[config.mk]
export PLATFORM = sky130hd
export DESIGN_NAME = fat_tree_nearest_candidate_select_core
export DESIGN_NICKNAME = d
export VERILOG_FILES = /design/src/hdl/fntcs_pkg.sv /design/src/hdl/fat_tree_nearest_candidate_select_core.sv /design/src/hdl/fntcs_bounds.sv /design/src/hdl/fntcs_front.sv /design/src/hdl/fntcs_queue.sv /design/src/hdl/fntcs_back.sv
export SDC_FILE = /design/constraint.sdc
export NUM_CORES = 1
export LEC_CHECK = 0
export BUFFER_PORTS_ARGS = -buffer_cell sky130_fd_sc_hd__buf_2
export CORE_ASPECT_RATIO = 1.25
export CORE_MARGIN = 4
export CORE_UTILIZATION = 65
export DETAILED_ROUTE_END_ITERATION = 6
export GPL_ROUTABILITY_DRIVEN = 0
export GPL_TIMING_DRIVEN = 0
export MAX_ROUTING_LAYER = met4
export PLACE_DENSITY = 0.87
export RECOVER_POWER = 100
export SLEW_MARGIN = 20
export SYNTH_ARGS = -nofsm -noshare
export SYNTH_HDL_FRONTEND = slang
export SYNTH_SLANG_ARGS = --single-unit
[constraint.sdc]
create_clock -name clock -period 9.9 [get_ports clock]
set_input_delay 1.98 -clock clock [delete_from_list [all_inputs] [get_ports clock]]
set_output_delay 1.98 -clock clock [all_outputs]
set_load 0.05 [all_outputs]
[src/hdl/fntcs_pkg.sv]
// Shared types and constants for the fat tree nearest candidate selector.
package fntcs_pkg;

   localparam int ID_BITS     = 16;
   localparam int LEVEL_W     = 2;
   localparam int NUM_LEVELS  = 3;
   localparam int CFG_W       = 7;
   localparam int HALF_W      = CFG_W - 1;
   // Largest group size: 127 * 63 * 63 needs 19 bits.
   localparam int SIZE_W      = 19;
   localparam int HI_W        = SIZE_W + 1;
   localparam int STEP_W      = $clog2(ID_BITS);
   localparam int QUEUE_DEPTH = 2;
   localparam int QPTR_W      = $clog2(QUEUE_DEPTH);
   localparam int CSR_IDX_W   = 2;
   localparam int REQ_DATA_W  = 16;
   localparam int RSP_DATA_W  = 24;

   localparam logic [CSR_IDX_W-1:0] CSR_OWN_ID       = 2'd0;
   localparam logic [CSR_IDX_W-1:0] CSR_TREE_ARITY   = 2'd1;
   localparam logic [CSR_IDX_W-1:0] CSR_VMS_PER_HOST = 2'd2;

   localparam logic [LEVEL_W-1:0] LEVEL_NONE = 2'd3;

   localparam logic [CFG_W-1:0] ARITY_RESET = 7'd4;
   localparam logic [CFG_W-1:0] VMS_RESET   = 7'd1;

   typedef struct packed {
      logic [ID_BITS-1:0]                    self_id;
      logic [NUM_LEVELS-1:0][ID_BITS-1:0]    lo;
      logic [NUM_LEVELS-1:0][HI_W-1:0]       hi;
   } bounds_type;

   typedef struct packed {
      logic [ID_BITS-1:0] id;
      logic               last;
      logic [LEVEL_W-1:0] level;
      logic [ID_BITS-1:0] delta;
   } cand_type;

endpackage

[src/hdl/fat_tree_nearest_candidate_select_core.sv]
// Top level of the fat tree nearest candidate selector.
// Throughput: one candidate per cycle while bounds are ready and nothing stalls; the queue
// lets front and back stall independently. rsp_tvalid is registered, set when the queue
// pops a list's last candidate. Reset and every configuration write start a group bound
// precompute (size products, a 16 step remainder per level); req_tready stays low meanwhile.
// Reset clears the running best and loads own_id 0, tree_arity 4, vms_per_host 1.
module fat_tree_nearest_candidate_select_core (
   input  logic                             clock,
   input  logic                             reset,
   input  logic                             req_tvalid,
   output logic                             req_tready,
   input  logic [fntcs_pkg::REQ_DATA_W-1:0] req_tdata,  // [15:0] candidate_id
   input  logic                             req_tlast,  // last_candidate
   output logic                             rsp_tvalid,
   input  logic                             rsp_tready,
   output logic [fntcs_pkg::RSP_DATA_W-1:0] rsp_tdata,  // [15:0] chosen_id, [17:16] chosen_level
   input  logic                             csr_valid,
   output logic                             csr_ready,
   input  logic [fntcs_pkg::CSR_IDX_W-1:0]  csr_index,
   input  logic [fntcs_pkg::ID_BITS-1:0]    csr_data
);
   import fntcs_pkg::*;

   bounds_type         bounds;
   logic               bounds_ready;
   logic               queue_full;
   logic               queue_not_empty;
   logic               push;
   logic               pop;
   cand_type           push_item;
   cand_type           head;
   logic [ID_BITS-1:0] rsp_id;
   logic [LEVEL_W-1:0] rsp_level;

   fntcs_bounds u_bounds (
      .clock        (clock),
      .reset        (reset),
      .csr_valid    (csr_valid),
      .csr_ready    (csr_ready),
      .csr_index    (csr_index),
      .csr_data     (csr_data),
      .bounds_ready (bounds_ready),
      .bounds       (bounds)
   );

   fntcs_front u_front (
      .bounds_ready (bounds_ready),
      .bounds       (bounds),
      .req_tvalid   (req_tvalid),
      .req_tready   (req_tready),
      .req_id       (req_tdata[ID_BITS-1:0]),
      .req_tlast    (req_tlast),
      .queue_full   (queue_full),
      .push         (push),
      .push_item    (push_item)
   );

   fntcs_queue u_queue (
      .clock     (clock),
      .reset     (reset),
      .push      (push),
      .push_item (push_item),
      .pop       (pop),
      .full      (queue_full),
      .not_empty (queue_not_empty),
      .head      (head)
   );

   fntcs_back u_back (
      .clock      (clock),
      .reset      (reset),
      .not_empty  (queue_not_empty),
      .head       (head),
      .pop        (pop),
      .rsp_tvalid (rsp_tvalid),
      .rsp_tready (rsp_tready),
      .rsp_id     (rsp_id),
      .rsp_level  (rsp_level)
   );

   assign rsp_tdata = {(RSP_DATA_W - ID_BITS - LEVEL_W)'(0), rsp_level, rsp_id};

endmodule

[src/hdl/fntcs_bounds.sv]
// Configuration registers and group bound precompute for each tree level.
module fntcs_bounds (
   input  logic                             clock,
   input  logic                             reset,
   input  logic                             csr_valid,
   output logic                             csr_ready,
   input  logic [fntcs_pkg::CSR_IDX_W-1:0]  csr_index,
   input  logic [fntcs_pkg::ID_BITS-1:0]    csr_data,
   output logic                             bounds_ready,
   output fntcs_pkg::bounds_type            bounds
);
   import fntcs_pkg::*;

   localparam logic [2:0] ST_SIZE0 = 3'd0;
   localparam logic [2:0] ST_SIZE1 = 3'd1;
   localparam logic [2:0] ST_SIZE2 = 3'd2;
   localparam logic [2:0] ST_DIV   = 3'd3;
   localparam logic [2:0] ST_BOUND = 3'd4;
   localparam logic [2:0] ST_READY = 3'd5;

   logic [2:0]                        state_ff, state_in;
   logic [ID_BITS-1:0]                own_ff, own_in;
   logic [CFG_W-1:0]                  arity_ff, arity_in;
   logic [CFG_W-1:0]                  vms_ff, vms_in;
   logic [HALF_W-1:0]                 half_ff, half_in;
   logic [NUM_LEVELS-1:0][SIZE_W-1:0] size_ff, size_in;
   logic [NUM_LEVELS-1:0][SIZE_W-1:0] rem_ff, rem_in;
   logic [ID_BITS-1:0]                div_ff, div_in;
   logic [STEP_W-1:0]                 step_ff, step_in;
   bounds_type                        bnd_ff, bnd_in;
   logic [SIZE_W-1:0]                 mul_src;
   logic [SIZE_W+HALF_W-1:0]          product;
   logic [SIZE_W:0]                   trial;
   logic                              csr_write;

   assign csr_ready    = 1'b1;
   assign csr_write    = csr_valid && csr_ready;
   assign bounds_ready = (state_ff == ST_READY);
   assign bounds       = bnd_ff;

   assign mul_src = (state_ff == ST_SIZE1) ? size_ff[0] : size_ff[1];
   assign product = mul_src * half_ff;

   always_comb begin
      state_in = state_ff;
      own_in   = own_ff;
      arity_in = arity_ff;
      vms_in   = vms_ff;
      half_in  = half_ff;
      size_in  = size_ff;
      rem_in   = rem_ff;
      div_in   = div_ff;
      step_in  = step_ff;
      bnd_in   = bnd_ff;
      trial    = '0;
      case (state_ff)
         ST_SIZE0: begin
            size_in[0] = (vms_ff == '0) ? SIZE_W'(1) : SIZE_W'(vms_ff);
            half_in    = (arity_ff[CFG_W-1:1] == '0) ? HALF_W'(1) : arity_ff[CFG_W-1:1];
            state_in   = ST_SIZE1;
         end
         ST_SIZE1: begin
            size_in[1] = product[SIZE_W-1:0];
            state_in   = ST_SIZE2;
         end
         ST_SIZE2: begin
            size_in[2] = product[SIZE_W-1:0];
            rem_in     = '0;
            div_in     = own_ff;
            step_in    = '0;
            state_in   = ST_DIV;
         end
         ST_DIV: begin
            // One restoring step per lane: remainder of own id by each group size.
            for (int j = 0; j < NUM_LEVELS; j++) begin
               trial = {rem_ff[j], div_ff[ID_BITS-1]};
               if (trial >= {1'b0, size_ff[j]}) begin
                  trial = trial - {1'b0, size_ff[j]};
               end
               rem_in[j] = trial[SIZE_W-1:0];
            end
            div_in  = {div_ff[ID_BITS-2:0], 1'b0};
            step_in = step_ff + STEP_W'(1);
            if (step_ff == STEP_W'(ID_BITS - 1)) begin
               state_in = ST_BOUND;
            end
         end
         ST_BOUND: begin
            bnd_in.self_id = own_ff;
            for (int j = 0; j < NUM_LEVELS; j++) begin
               bnd_in.lo[j] = own_ff - rem_ff[j][ID_BITS-1:0];
               bnd_in.hi[j] = HI_W'(bnd_in.lo[j]) + HI_W'(size_ff[j]) - HI_W'(1);
            end
            state_in = ST_READY;
         end
         ST_READY: begin
            state_in = ST_READY;
         end
         default: begin
            state_in = ST_SIZE0;
         end
      endcase
      // A write restarts the precompute with the new value.
      if (csr_write) begin
         case (csr_index)
            CSR_OWN_ID:       own_in   = csr_data;
            CSR_TREE_ARITY:   arity_in = csr_data[CFG_W-1:0];
            CSR_VMS_PER_HOST: vms_in   = csr_data[CFG_W-1:0];
            default: ;
         endcase
         state_in = ST_SIZE0;
      end
   end

   always_ff @(posedge clock) begin
      if (reset) begin
         state_ff <= ST_SIZE0;
         own_ff   <= '0;
         arity_ff <= ARITY_RESET;
         vms_ff   <= VMS_RESET;
      end else begin
         state_ff <= state_in;
         own_ff   <= own_in;
         arity_ff <= arity_in;
         vms_ff   <= vms_in;
      end
      half_ff <= half_in;
      size_ff <= size_in;
      rem_ff  <= rem_in;
      div_ff  <= div_in;
      step_ff <= step_in;
      bnd_ff  <= bnd_in;
   end

endmodule

[src/hdl/fntcs_front.sv]
// Front end: accepts candidates and classifies hop level and distance.
module fntcs_front (
   input  logic                             bounds_ready,
   input  fntcs_pkg::bounds_type            bounds,
   input  logic                             req_tvalid,
   output logic                             req_tready,
   input  logic [fntcs_pkg::ID_BITS-1:0]    req_id,
   input  logic                             req_tlast,
   input  logic                             queue_full,
   output logic                             push,
   output fntcs_pkg::cand_type              push_item
);
   import fntcs_pkg::*;

   logic [NUM_LEVELS-1:0] in_group;

   assign req_tready = bounds_ready && !queue_full;
   assign push       = req_tvalid && req_tready;

   always_comb begin
      for (int j = 0; j < NUM_LEVELS; j++) begin
         in_group[j] = (req_id >= bounds.lo[j]) && (HI_W'(req_id) <= bounds.hi[j]);
      end
      push_item.id   = req_id;
      push_item.last = req_tlast;
      if (in_group[0]) begin
         push_item.level = LEVEL_W'(0);
      end else if (in_group[1]) begin
         push_item.level = LEVEL_W'(1);
      end else if (in_group[2]) begin
         push_item.level = LEVEL_W'(2);
      end else begin
         push_item.level = LEVEL_NONE;
      end
      push_item.delta = (bounds.self_id >= req_id) ? (bounds.self_id - req_id)
                                                   : (req_id - bounds.self_id);
   end

endmodule

[src/hdl/fntcs_queue.sv]
// Short queue of classified candidates between front and back.
module fntcs_queue (
   input  logic                 clock,
   input  logic                 reset,
   input  logic                 push,
   input  fntcs_pkg::cand_type  push_item,
   input  logic                 pop,
   output logic                 full,
   output logic                 not_empty,
   output fntcs_pkg::cand_type  head
);
   import fntcs_pkg::*;

   cand_type            entry_ff [QUEUE_DEPTH];
   logic [QPTR_W-1:0]   wr_ff, wr_in;
   logic [QPTR_W-1:0]   rd_ff, rd_in;
   logic [QPTR_W:0]     count_ff, count_in;

   assign full      = (count_ff == (QPTR_W+1)'(QUEUE_DEPTH));
   assign not_empty = (count_ff != '0);
   assign head      = entry_ff[rd_ff];

   always_comb begin
      wr_in    = push ? wr_ff + QPTR_W'(1) : wr_ff;
      rd_in    = pop ? rd_ff + QPTR_W'(1) : rd_ff;
      count_in = count_ff + (QPTR_W+1)'(push) - (QPTR_W+1)'(pop);
   end

   always_ff @(posedge clock) begin
      if (reset) begin
         wr_ff    <= '0;
         rd_ff    <= '0;
         count_ff <= '0;
      end else begin
         wr_ff    <= wr_in;
         rd_ff    <= rd_in;
         count_ff <= count_in;
      end
      if (push) begin
         entry_ff[wr_ff] <= push_item;
      end
   end

endmodule

[src/hdl/fntcs_back.sv]
// Back end: running best selection and registered result.
module fntcs_back (
   input  logic                             clock,
   input  logic                             reset,
   input  logic                             not_empty,
   input  fntcs_pkg::cand_type              head,
   output logic                             pop,
   output logic                             rsp_tvalid,
   input  logic                             rsp_tready,
   output logic [fntcs_pkg::ID_BITS-1:0]    rsp_id,
   output logic [fntcs_pkg::LEVEL_W-1:0]    rsp_level
);
   import fntcs_pkg::*;

   logic               have_ff, have_in;
   logic [LEVEL_W-1:0] lvl_ff, lvl_in;
   logic [ID_BITS-1:0] dist_ff, dist_in;
   logic [ID_BITS-1:0] node_ff, node_in;
   logic               out_valid_ff, out_valid_in;
   logic [ID_BITS-1:0] out_id_ff, out_id_in;
   logic [LEVEL_W-1:0] out_lvl_ff, out_lvl_in;
   logic               take;
   logic               out_free;
   logic [LEVEL_W-1:0] nb_lvl;
   logic [ID_BITS-1:0] nb_dist;
   logic [ID_BITS-1:0] nb_node;

   assign out_free   = !out_valid_ff || rsp_tready;
   // Hold a last item until the result register can take it.
   assign pop        = not_empty && (!head.last || out_free);
   assign rsp_tvalid = out_valid_ff;
   assign rsp_id     = out_id_ff;
   assign rsp_level  = out_lvl_ff;

   always_comb begin
      if (!have_ff) begin
         take = 1'b1;
      end else if (head.level != lvl_ff) begin
         take = head.level < lvl_ff;
      end else if (head.delta != dist_ff) begin
         take = head.delta < dist_ff;
      end else begin
         take = head.id < node_ff;
      end
      nb_lvl  = take ? head.level : lvl_ff;
      nb_dist = take ? head.delta : dist_ff;
      nb_node = take ? head.id    : node_ff;

      have_in      = have_ff;
      lvl_in       = lvl_ff;
      dist_in      = dist_ff;
      node_in      = node_ff;
      out_valid_in = out_valid_ff && !rsp_tready;
      out_id_in    = out_id_ff;
      out_lvl_in   = out_lvl_ff;
      if (pop) begin
         if (head.last) begin
            out_valid_in = 1'b1;
            out_id_in    = nb_node;
            out_lvl_in   = nb_lvl;
            have_in      = 1'b0;
            lvl_in       = LEVEL_NONE;
            dist_in      = '1;
            node_in      = '0;
         end else begin
            have_in = 1'b1;
            lvl_in  = nb_lvl;
            dist_in = nb_dist;
            node_in = nb_node;
         end
      end
   end

   always_ff @(posedge clock) begin
      if (reset) begin
         have_ff      <= 1'b0;
         lvl_ff       <= LEVEL_NONE;
         dist_ff      <= '1;
         node_ff      <= '0;
         out_valid_ff <= 1'b0;
      end else begin
         have_ff      <= have_in;
         lvl_ff       <= lvl_in;
         dist_ff      <= dist_in;
         node_ff      <= node_in;
         out_valid_ff <= out_valid_in;
      end
      out_id_ff  <= out_id_in;
      out_lvl_ff <= out_lvl_in;
   end

   a_clear_after_last: assert property (@(posedge clock) disable iff (reset)
      (pop && head.last) |=> (!have_ff && lvl_ff == LEVEL_NONE))
      else $error("running best not cleared after last item");

   a_result_from_last: assert property (@(posedge clock) disable iff (reset)
      $rose(out_valid_ff) |-> $past(pop && head.last))
      else $error("result raised without a last item");

   a_no_pop_when_blocked: assert property (@(posedge clock) disable iff (reset)
      (out_valid_ff && !rsp_tready && not_empty && head.last) |-> !pop)
      else $error("last item popped while result register is full");

   a_empty_best_level: assert property (@(posedge clock) disable iff (reset)
      !have_ff |-> (lvl_ff == LEVEL_NONE))
      else $error("empty running best carries a level");

endmodule

; ---- Word level (Yosys, flattened, before mapping)
; Memory sizes are Yosys's and may differ from the RTL's. A register that Yosys moved wholly into a read port is not among the register bits.
; Cells that the tools add are included.
[classes]
addsub = 19
multipliers = 1
n_div = 0
magnitude_cmp = 13
n_eq_ne = 12
n_shift = 0
mux = 29
bitwise = 0
reduce_logical = 27
[op_table]
columns = operator, count
row1 = one-hot mux 57 bit (2 select lines), 1
row2 = two-way mux 16 bit, 5
row3 = subtractor 16 bit, 5
row4 = two-way mux 19 bit, 4
row5 = greater-or-equal comparator 16 bit, 4
row6 = adder 16 x 19 -> 20 bit, 3
row7 = greater-or-equal comparator 20 x 19 -> 1 bit, 3
row8 = less-or-equal comparator 16 x 20 -> 1 bit, 3
row9 = subtractor 20 x 1 -> 20 bit (second input constant), 3
row10 = subtractor 19 bit, 3
row11 = < comparator 16 bit, 2
row12 = one-hot mux 16 bit (2 select lines), 1
row13 = multiplier 19 x 6 -> 19 bit, 1
row14 = inequality test 16 bit, 1
row15 = one-hot mux 3 bit (5 select lines), 1
row16 = two-way mux 1 bit, 11
row17 = AND reduction 2 bit, 5
row18 = two-way mux 2 bit, 4
row19 = one-hot mux 4 bit (2 select lines), 1
row20 = logical AND 1 bit, 7
row21 = logical NOT 7 bit, 1
row22 = == test 3 x 2 -> 1 bit (second input constant), 2
row23 = == test 3 bit (second input constant), 2
row24 = logical NOT 6 bit, 1
row25 = 18 further kinds, 27
[word_totals]
regBits = 355
latch_bits = 0
ramBits = 70
romBits = 0
inputBits = 40
elab_cells = 133
n_memories = 1
[mem_list]
columns = memory, words, word_bits, read_ports, rd_ports_with_merged_regs, write_ports, line
row1 = u_queue.entry_ff, 2, 35, 1, 1, 1, fntcs_queue.sv:14  ; cand_type entry_ff [QUEUE_DEPTH];

; ---- Longest topological paths before layout
; Gate-level depths: netlist (run 1).
[logic_depth]
ltp_word = 6
depth_mapped = 25

; ---- By module
; A second synthesis (run 1) with hierarchy kept.
[unflattened]
hier_cells = 3024
area_unflattened_um2 = 30453.0
[by_module_without_submodules]
columns = mod, instances, cells_each, area_each_um2
row1 = fntcs_bounds, 1, 2047, 20442.1
row2 = fntcs_front, 1, 589, 4166.5
row3 = fntcs_queue, 1, 130, 2899.0
row4 = fntcs_back, 1, 251, 2896.5
row5 = fat_tree_nearest_candidate_select_core, 1, 7, 48.8

; ---- Worst setup path after synthesis (run 1)
; No wires, ideal clock.
[synth_timing]
path_kind = register to register
start = register u_bounds.state_ff[1]
end = register u_bounds.bnd_ff, in the netlist u_bounds.bounds[0], enable pin
setup_time_ns = 0.608
arrival_time_ns = 5.679
required_ns = 9.292
slack_ns = 3.613
stages_incl_launch_ff = 3
path_buffers = 0
cell_sequence = dfxtp_1 -> nand2b_1 -> nor2_1
[synth_via]
elab_chain_len = 1
[synth_lines]
columns = item, line
row1 = "start, declared", fntcs_bounds.sv:21  ; logic [2:0] state_ff, state_in;
row2 = "start signal, assigned", fntcs_bounds.sv:122  ; state_ff <= state_in;
row3 = == test 3 bit, fntcs_bounds.sv:56  ; case (state_ff)
row4 = "end signal, assigned", fntcs_bounds.sv:132  ; bnd_ff <= bnd_in;
row5 = "end, declared", fntcs_bounds.sv:30  ; bounds_type bnd_ff, bnd_in;
; No other way between the ends.
; A chain may end at the register's enable or synchronous reset.

; ---- Worst setup path after layout (run 1)
[layout_timing]
start = register u_bounds.state_ff[0]
end = register u_bounds.size_ff[56] in the netlist's numbering (data pin)
[layout_via]
elab_chain_len = 3
[layout_lines]
columns = item, line
row1 = == test 3 x 1 -> 1 bit, fntcs_bounds.sv:41  ; assign mul_src = (state_ff == ST_SIZE1) ? size_ff[0] : size_ff[1];
row2 = two-way mux 19 bit, fntcs_bounds.sv:41
row3 = multiplier 19 x 6 -> 19 bit, fntcs_bounds.sv:42  ; assign product = mul_src * half_ff;
row4 = named net u_bounds.product[18], fntcs_bounds.sv:32  ; logic [SIZE_W+HALF_W-1:0] product;
row5 = "end signal, assigned", fntcs_bounds.sv:128  ; size_ff <= size_in;
row6 = "end, declared", fntcs_bounds.sv:26  ; logic [NUM_LEVELS-1:0][SIZE_W-1:0] size_ff, size_in;
; The timed path passes the listed nets, and every way through them passes these cells.

==> results.ini, run 1 <==
[run_status]
outcome = finished with violations
violations = max-capacitance violations, max-slew violations

[clock_network]
numCtsBuffers = 42
cts_tree = built
cts_root_buffer = clkbuf_16
clock-sinks = 413
cts_setup_buffers = 0
clk_path_buf_depth = 3
path_clk_slew_ns = 0.06
htree_num_levels = 2
cts_hold_buf = 0
worstSkewPairLatency_ns = 0.56
ctsResizeCount = 0

[route]
first_iter_violations = 1886
routed_wl_um = 75200
drtAntennaViolNets = 0
detail_route.vias_per_cell = 6.15
dr.pass1.iters = 6
route.detailed.drc = 0
post_drt_wl_per_cell_um = 20.4
vias = 22700

[critical_path]
cp.required_ns = 10.18
arrival_ns = 7.70
path_class = register to register
critPathMaxFanout = 28
end_kind = register
worstSetupStartpointType = register
crit-reg2reg-capture = u_bounds.size_ff[56]
r2r_cells = 23
reg2reg_slack_ns = 2.48
r2r-start = u_bounds.state_ff[0]

[synth]
ys_ff_latch = 413
synth.distinct_cells = 78
yosysSeqAreaShare_pct = 39.6
synth.yosys.warnings = 0
netlist_top_cells_area = edfxtp_1, ha_1, inv_1, dfxtp_1, fa_1
synth_edf_count = 340
synth_ff_type = edfxtp_1
yosysTopAreaCellShare_pct = 34.6
synthCells = 2952
synthesis.area_um2 = 29500
yosys.area.top_type = edfxtp_1
syn_area_per_cell_um2 = 9.99
async_flop_share_pct = 0

[worst_hold_path]
worstHoldPathCells = 2
hp-class = register to register
hold_end = u_back.have_ff
min_from = u_back.have_ff

[place]
place_inst = 3606
post-place-ws_ns = 3.22
port_buffers = 59
hpwlAfterDp_um = 57100

[timing]
rsz0062_at_grt = no
hold_viol = 0
drv_slew = 148
fin_setup_tns_ns = 0
period_share_pct = 74.9
fin_skew_ns = 0.0208
setup_ws_ns = 2.48
period_needed_ns = 7.42
max_freq_mhz = 135
slew_headroom_pct = -96.7
worst_slew_pin_slew_ns = 2.88
setup_violations = 0

[finish]
final_util_pct = 70.9
final_cell_count_no_fill = 3685
nFillCells = 2992
layout-drive-gt1-share_pct = 5.09
multi_input_area_um2 = 15600
final-seq-area_um2 = 11700
fin_nets = 3545
area_delta_synth_final_pct = 8.07

[die]
die_x_um = 199
dieArea_um2 = 48900
io_pins = 67
start_util_pct = 65.6
dieHeight_um = 246
row_count = 87
coreArea_um2 = 45000

[pwr]
p_leak_nw = 14.6
power.density_nw_per_um2 = 206
power.total_mw = 6.55
peakVddDrop_uv = 242

[global_routing]
grt_pass1_vias = 23300
grt_max_degree = 31
grt_overflow = 0
antenna_found_initial = 1
grt_pass1_wl_um = 118000
grtUsageTotal_pct = 31.4

[job]
cap_violations = 7

## synth_stat cells, drive strengths merged (48+ instances only)
master and count:
inv 496, ha 365, edfxtp 340, nor2 212, a21oi 209, nand2 131
xnor2 125, o21ai 92, a21o 88, nor2b 83, dfxtp 73, fa 68
and3 57, mux2i 57, clkbuf 53, xor2 49, mux2 48
## state kept, by name (all words and copies together) (netlist names), 2 cells and up, named ones only
name               count
u_bounds.bounds      124
u_queue.entry_ff      70
u_bounds.rem_ff       57
u_bounds.size_ff      45
u_back.dist_ff        16
u_back.node_ff        16
u_back.rsp_id         16
u_bounds.div_ff       16
u_bounds.own_ff       16
u_bounds.vms_ff        7
u_bounds.arity_ff      6
u_bounds.half_ff       6
u_bounds.step_ff       4
u_bounds.state_ff      3
u_back.lvl_ff          2
u_back.rsp_level       2
u_queue.count_ff       2
## through the flow
step           hold WS (ns)  cell area, um^2
6_report              0.463            31900
3_5_place_dp          0.452            30800
5_1_grt               0.489            31900
4_1_cts               0.460            32200
2_1_floorplan         0.430            29500
3_3_place_gp          0.446            30500
## cell families (layout without fill, tap and decap cells)
family | Yosys count | in the layout | synth area share (%)
AO/OA/AOI/OAI | 556 | 556 | 12.1
AND/OR/NAND/NOR | 696 | 696 | 11.7
flip-flops | 413 | 413 | 39.6
multiplexers | 105 | 105 | 3.78
XOR/XNOR | 174 | 174 | 5.17
buffers and inverters | 573 | 721 | 7.46
adder cells (fa/ha/maj) | 433 | 433 | 20.1
other | 2 | 9 | 0.0255
## area by class of cell
type | count | area share (%)
inverter | 496 | 5.84
clock buffer | 53 | 3.72
clock inverter | 24 | 0.722
antenna | 2 | 0.0157
tap | 578 | 2.27
sequential | 413 | 36.6
buffer | 77 | 1.03
multi-input combinational | 1971 | 48.9
timing repair buffer | 71 | 0.907
## critical path, cell delays in order, from the launching register on
cell and delay, ns:
dfxtp_1 0.40, inv_1 0.16, or3_1 0.39, clkbuf_1 0.26, inv_1 0.25, clkbuf_1 1.13, o21ai_0 0.60, and2_0 0.35
fa_1 0.49, ha_1 0.29, inv_1 0.05, fa_1 0.52, inv_1 0.07, ha_1 0.29, a21o_1 0.19, a21oi_1 0.23
nor2b_1 0.11, nor3_1 0.15, o2111ai_1 0.19, a41o_1 0.28, a21o_1 0.20, a21oi_1 0.25, a21oi_1 0.15, xnor2_1 0.15
## worst max-delay path by stage
stage	start	end	slack [ns]	cells after the start
floorplan	u_bounds.state_ff[1]	u_bounds.bounds[0]	3.61	2
global placement	u_bounds.state_ff[1]	u_bounds.bounds[60]	1.37	2
detailed placement	u_bounds.state_ff[0]	u_bounds.size_ff[36]	3.22	23
CTS	u_bounds.state_ff[0]	u_bounds.size_ff[55]	3.17	23
global route	u_bounds.state_ff[0]	u_bounds.size_ff[55]	1.98	23
finish	u_bounds.state_ff[0]	u_bounds.size_ff[56]	2.48	23
## where the power goes
part | internal (mW) | leakage (nW) | switching (mW)
Clock | 0.955 | 0.700 | 0.693
Sequential | 2.16 | 3.73 | 0.104
Combinational | 1.08 | 10.2 | 1.57
Total | 4.19 | 14.6 | 2.36
## layout by cell type, fill, tap and decap left out, types with 10 or more instances in the layout
cell         n
a211oi_1    24
a21boi_0    12
a21o_1      88
a21oi_1    209
a22o_1      16
and3_1      57
buf_2       19
clkbuf_1   122
clkbuf_16   44
clkinv_2    10
dfxtp_1     73
edfxtp_1   340
fa_1        68
ha_1       365
inv_1      495
mux2_2      45
mux2i_1     57
nand2_1    131
nand2b_1    39
nand3_1     34
nand4_1     35
nor2_1     212
nor2b_1     82
nor3_1      35
o21a_1      22
o21ai_0     91
o21bai_1    19
or3_1       14
xnor2_1    125
xor2_1      49
## metal layers
metal | GRT usage (%) | wire (um) | vias to the layer above | part of all wire [%]
li1 | - | - | 10400 | -
met1 | 34.2 | 26300 | 10700 | 35
met2 | 53.6 | 37000 | 1157 | 49
met3 | 5.10 | 6110 | 378 | 8.1
met4 | 19.4 | 5850 | 0 | 7.8
met5 | - | 0 | - | 0
No activity file was read; power rests on OpenSTA's default activity.
==> inputs of run 2 (changes only) <==
--- a/config.mk
+++ b/config.mk
@@ -8,12 +8,12 @@
 export BUFFER_PORTS_ARGS = -buffer_cell sky130_fd_sc_hd__buf_2
 export CORE_ASPECT_RATIO = 1.25
 export CORE_MARGIN = 4
-export CORE_UTILIZATION = 65
+export CORE_UTILIZATION = 58
 export DETAILED_ROUTE_END_ITERATION = 6
 export GPL_ROUTABILITY_DRIVEN = 0
 export GPL_TIMING_DRIVEN = 0
 export MAX_ROUTING_LAYER = met4
-export PLACE_DENSITY = 0.87
+export PLACE_DENSITY = 0.83
 export RECOVER_POWER = 100
 export SLEW_MARGIN = 20
 export SYNTH_ARGS = -nofsm -noshare
==> constraint.sdc (replaced) <==
create_clock -name clock -period 6.2 [get_ports clock]
set_input_delay 1.24 -clock clock [delete_from_list [all_inputs] [get_ports clock]]
set_output_delay 1.24 -clock clock [all_outputs]
set_load 0.05 [all_outputs]
==> results.ini, run 2 (synthesis gave the netlist of run 1 again) <==
[run_status]
outcome = finished with violations  ; unchanged
violations = max-capacitance violations, max-slew violations  ; unchanged

[pwr]
p_leak_nw = 14.6  ; about the same
power.density_nw_per_um2 = 327  ; was 206 nW/um^2
power.total_mw = 10.5  ; was 6.55 mW
peakVddDrop_uv = 317  ; was 242 uV

[place]
port_buffers = 59  ; unchanged
post-place-ws_ns = -0.598  ; was 3.22 ns
hpwlAfterDp_um = 55700  ; was 57100 um

[route]
routed_wl_um = 72800  ; was 75200 um
drtAntennaViolNets = 0  ; unchanged
detail_route.vias_per_cell = 5.90  ; was 6.15
vias = 22200  ; was 22700
post_drt_wl_per_cell_um = 19.3  ; was 20.4 um
dr.pass1.iters = 7  ; was 6
route.detailed.drc = 0  ; unchanged
first_iter_violations = 1912  ; was 1886

[global_routing]
grt_overflow = 0  ; unchanged
antenna_found_initial = 0  ; was 1
grt_pass1_wl_um = 114000  ; was 118000 um
grt_pass1_vias = 22800  ; was 23300
grt_max_degree = 31  ; unchanged
grtUsageTotal_pct = 27.0  ; was 31.4%

[timing]
drv_slew = 150  ; was 148
max_freq_mhz = 170  ; was 135 MHz
hold_viol = 0  ; unchanged
rsz0062_at_grt = no  ; unchanged
period_share_pct = 95.1  ; was 74.9%
fin_skew_ns = 0.0179  ; was 0.0208 ns
setup_violations = 0  ; unchanged
worst_slew_pin_slew_ns = 2.22  ; was 2.88 ns
setup_ws_ns = 0.307  ; was 2.48 ns
period_needed_ns = 5.89  ; was 7.42 ns
slew_headroom_pct = -48.5  ; was -96.7%

[die]
dieHeight_um = 260  ; was 246 um
io_pins = 67  ; unchanged
coreArea_um2 = 50400  ; was 45000 um^2
dieArea_um2 = 54500  ; was 48900 um^2
row_count = 92  ; was 87
die_x_um = 210  ; was 199 um
start_util_pct = 58.5  ; was 65.6%

[clock_network]
path_clk_slew_ns = 0.06  ; about the same
htree_num_levels = 2  ; unchanged
cts_hold_buf = 0  ; unchanged
numCtsBuffers = 42  ; unchanged
cts_root_buffer = clkbuf_16  ; unchanged
worstSkewPairLatency_ns = 0.58  ; was 0.56 ns
clock-sinks = 413  ; unchanged
cts_tree = built  ; unchanged
clk_path_buf_depth = 3  ; unchanged

[worst_hold_path]
hp-class = register to register  ; unchanged
min_from = u_back.have_ff  ; unchanged

[critical_path]
startpoint = u_bounds.state_ff[0]  ; unchanged
crit_end = u_bounds.size_ff[36]  ; was u_bounds.size_ff[56]
worstSetupStartpointType = register  ; unchanged
path_class = register to register  ; unchanged
arrival_ns = 6.19  ; was 7.70 ns
critPathMaxFanout = 8  ; was 28
crit-reg2reg-capture = u_bounds.size_ff[36]  ; was u_bounds.size_ff[56]
r2r_cells = 22  ; was 23
end_kind = register  ; unchanged
reg2reg_slack_ns = 0.31  ; was 2.48 ns
r2r-start = u_bounds.state_ff[0]  ; unchanged
cp.required_ns = 6.50  ; was 10.18 ns

[finish]
fin_nets = 3544  ; was 3545
largest_reg_flops = 124  ; unchanged
area_delta_synth_final_pct = 8.53  ; was 8.07%
layout-drive-gt1-share_pct = 5.48  ; was 5.09%
final_cell_mix = inv_1, ha_1, edfxtp_1  ; unchanged
layout_commonest_cell = inv_1  ; unchanged

[job]
cap_violations = 6  ; was 7

-- run 2: layout make-up --
| class | instances | area [um^2] |
|---|---|---|
| fillers | 3828 | 18400 |
| multi-input cells | 1971 | 15600 |
| flip-flops and latches | 413 | 11700 |
| inverters | 496 | 1860 |
| clock buffers | 48 | 1100 |
| well taps | 658 | 823 |
| plain buffers | 76 | 340 |
| repair buffers | 71 | 290 |
| clock inverters | 27 | 269 |
| diodes | 4 | 10.0 |
-- run 2: stage by stage --
stage	hold WS (ns)	util (%)	instance area, um^2	cells	setup TNS [ns]
finish	0.460	63.5	32000	3764	0
global placement	0.446	60.7	30600	3674	-12.31
CTS	0.459	64.0	32300	3760	0
detailed placement	0.450	61.3	30900	3686	-3.66
global route	0.475	63.5	32000	3760	0
floorplan	0.430	-	29500	2957	0
-- run 2: power breakdown --
group	switching (mW)	total [mW]	internal [mW]
clock	1.12	2.58	1.46
sequential	0.177	3.62	3.44
combinational	2.52	4.26	1.74
total	3.81	10.5	6.64
-- run 2: per-layer routing --
| metal | wire (um) | global-route usage [%] |
|---|---|---|
| met1 | 26600 | 29.6 |
| met2 | 36100 | 46.9 |
| met3 | 4930 | 3.49 |
| met4 | 5250 | 16.4 |
| met5 | 0 | - |
-- run 2: how the worst min path moves through the flow --
stage	cells past startpoint	slack (ns)	end
floorplan	0	0.43	u_bounds.bounds[108]
global placement	2	0.45	u_back.have_ff
detailed placement	2	0.45	u_back.have_ff
CTS	2	0.46	u_back.have_ff
global route	2	0.48	u_back.have_ff
finish	2	0.46	u_back.have_ff
-- run 2: critical path, cell delays in order, from the launching register on --
cell and delay, ns:
dfxtp_2 0.37, inv_1 0.12, or3_4 0.46, inv_2 0.17, nor2_1 0.06, a21oi_1 0.50
nor2b_1 0.13, fa_1 0.51, inv_1 0.05, fa_1 0.46, fa_1 0.55, inv_1 0.04
ha_1 0.34, a21o_1 0.22, a21oi_2 0.20, nor2b_1 0.07, o21a_1 0.19, o22ai_1 0.23
o311a_1 0.22, a21oi_1 0.13, a21o_1 0.21, a21oi_1 0.22, xnor2_2 0.15
-- run 2: what timing repair did --
item | in CTS | in global routing
endpoints found under the setup margin | 12 | 6
hold endpoints to repair | 0 | 0
gates resized for setup | 9 | 7
setup buffers | 0 | 0
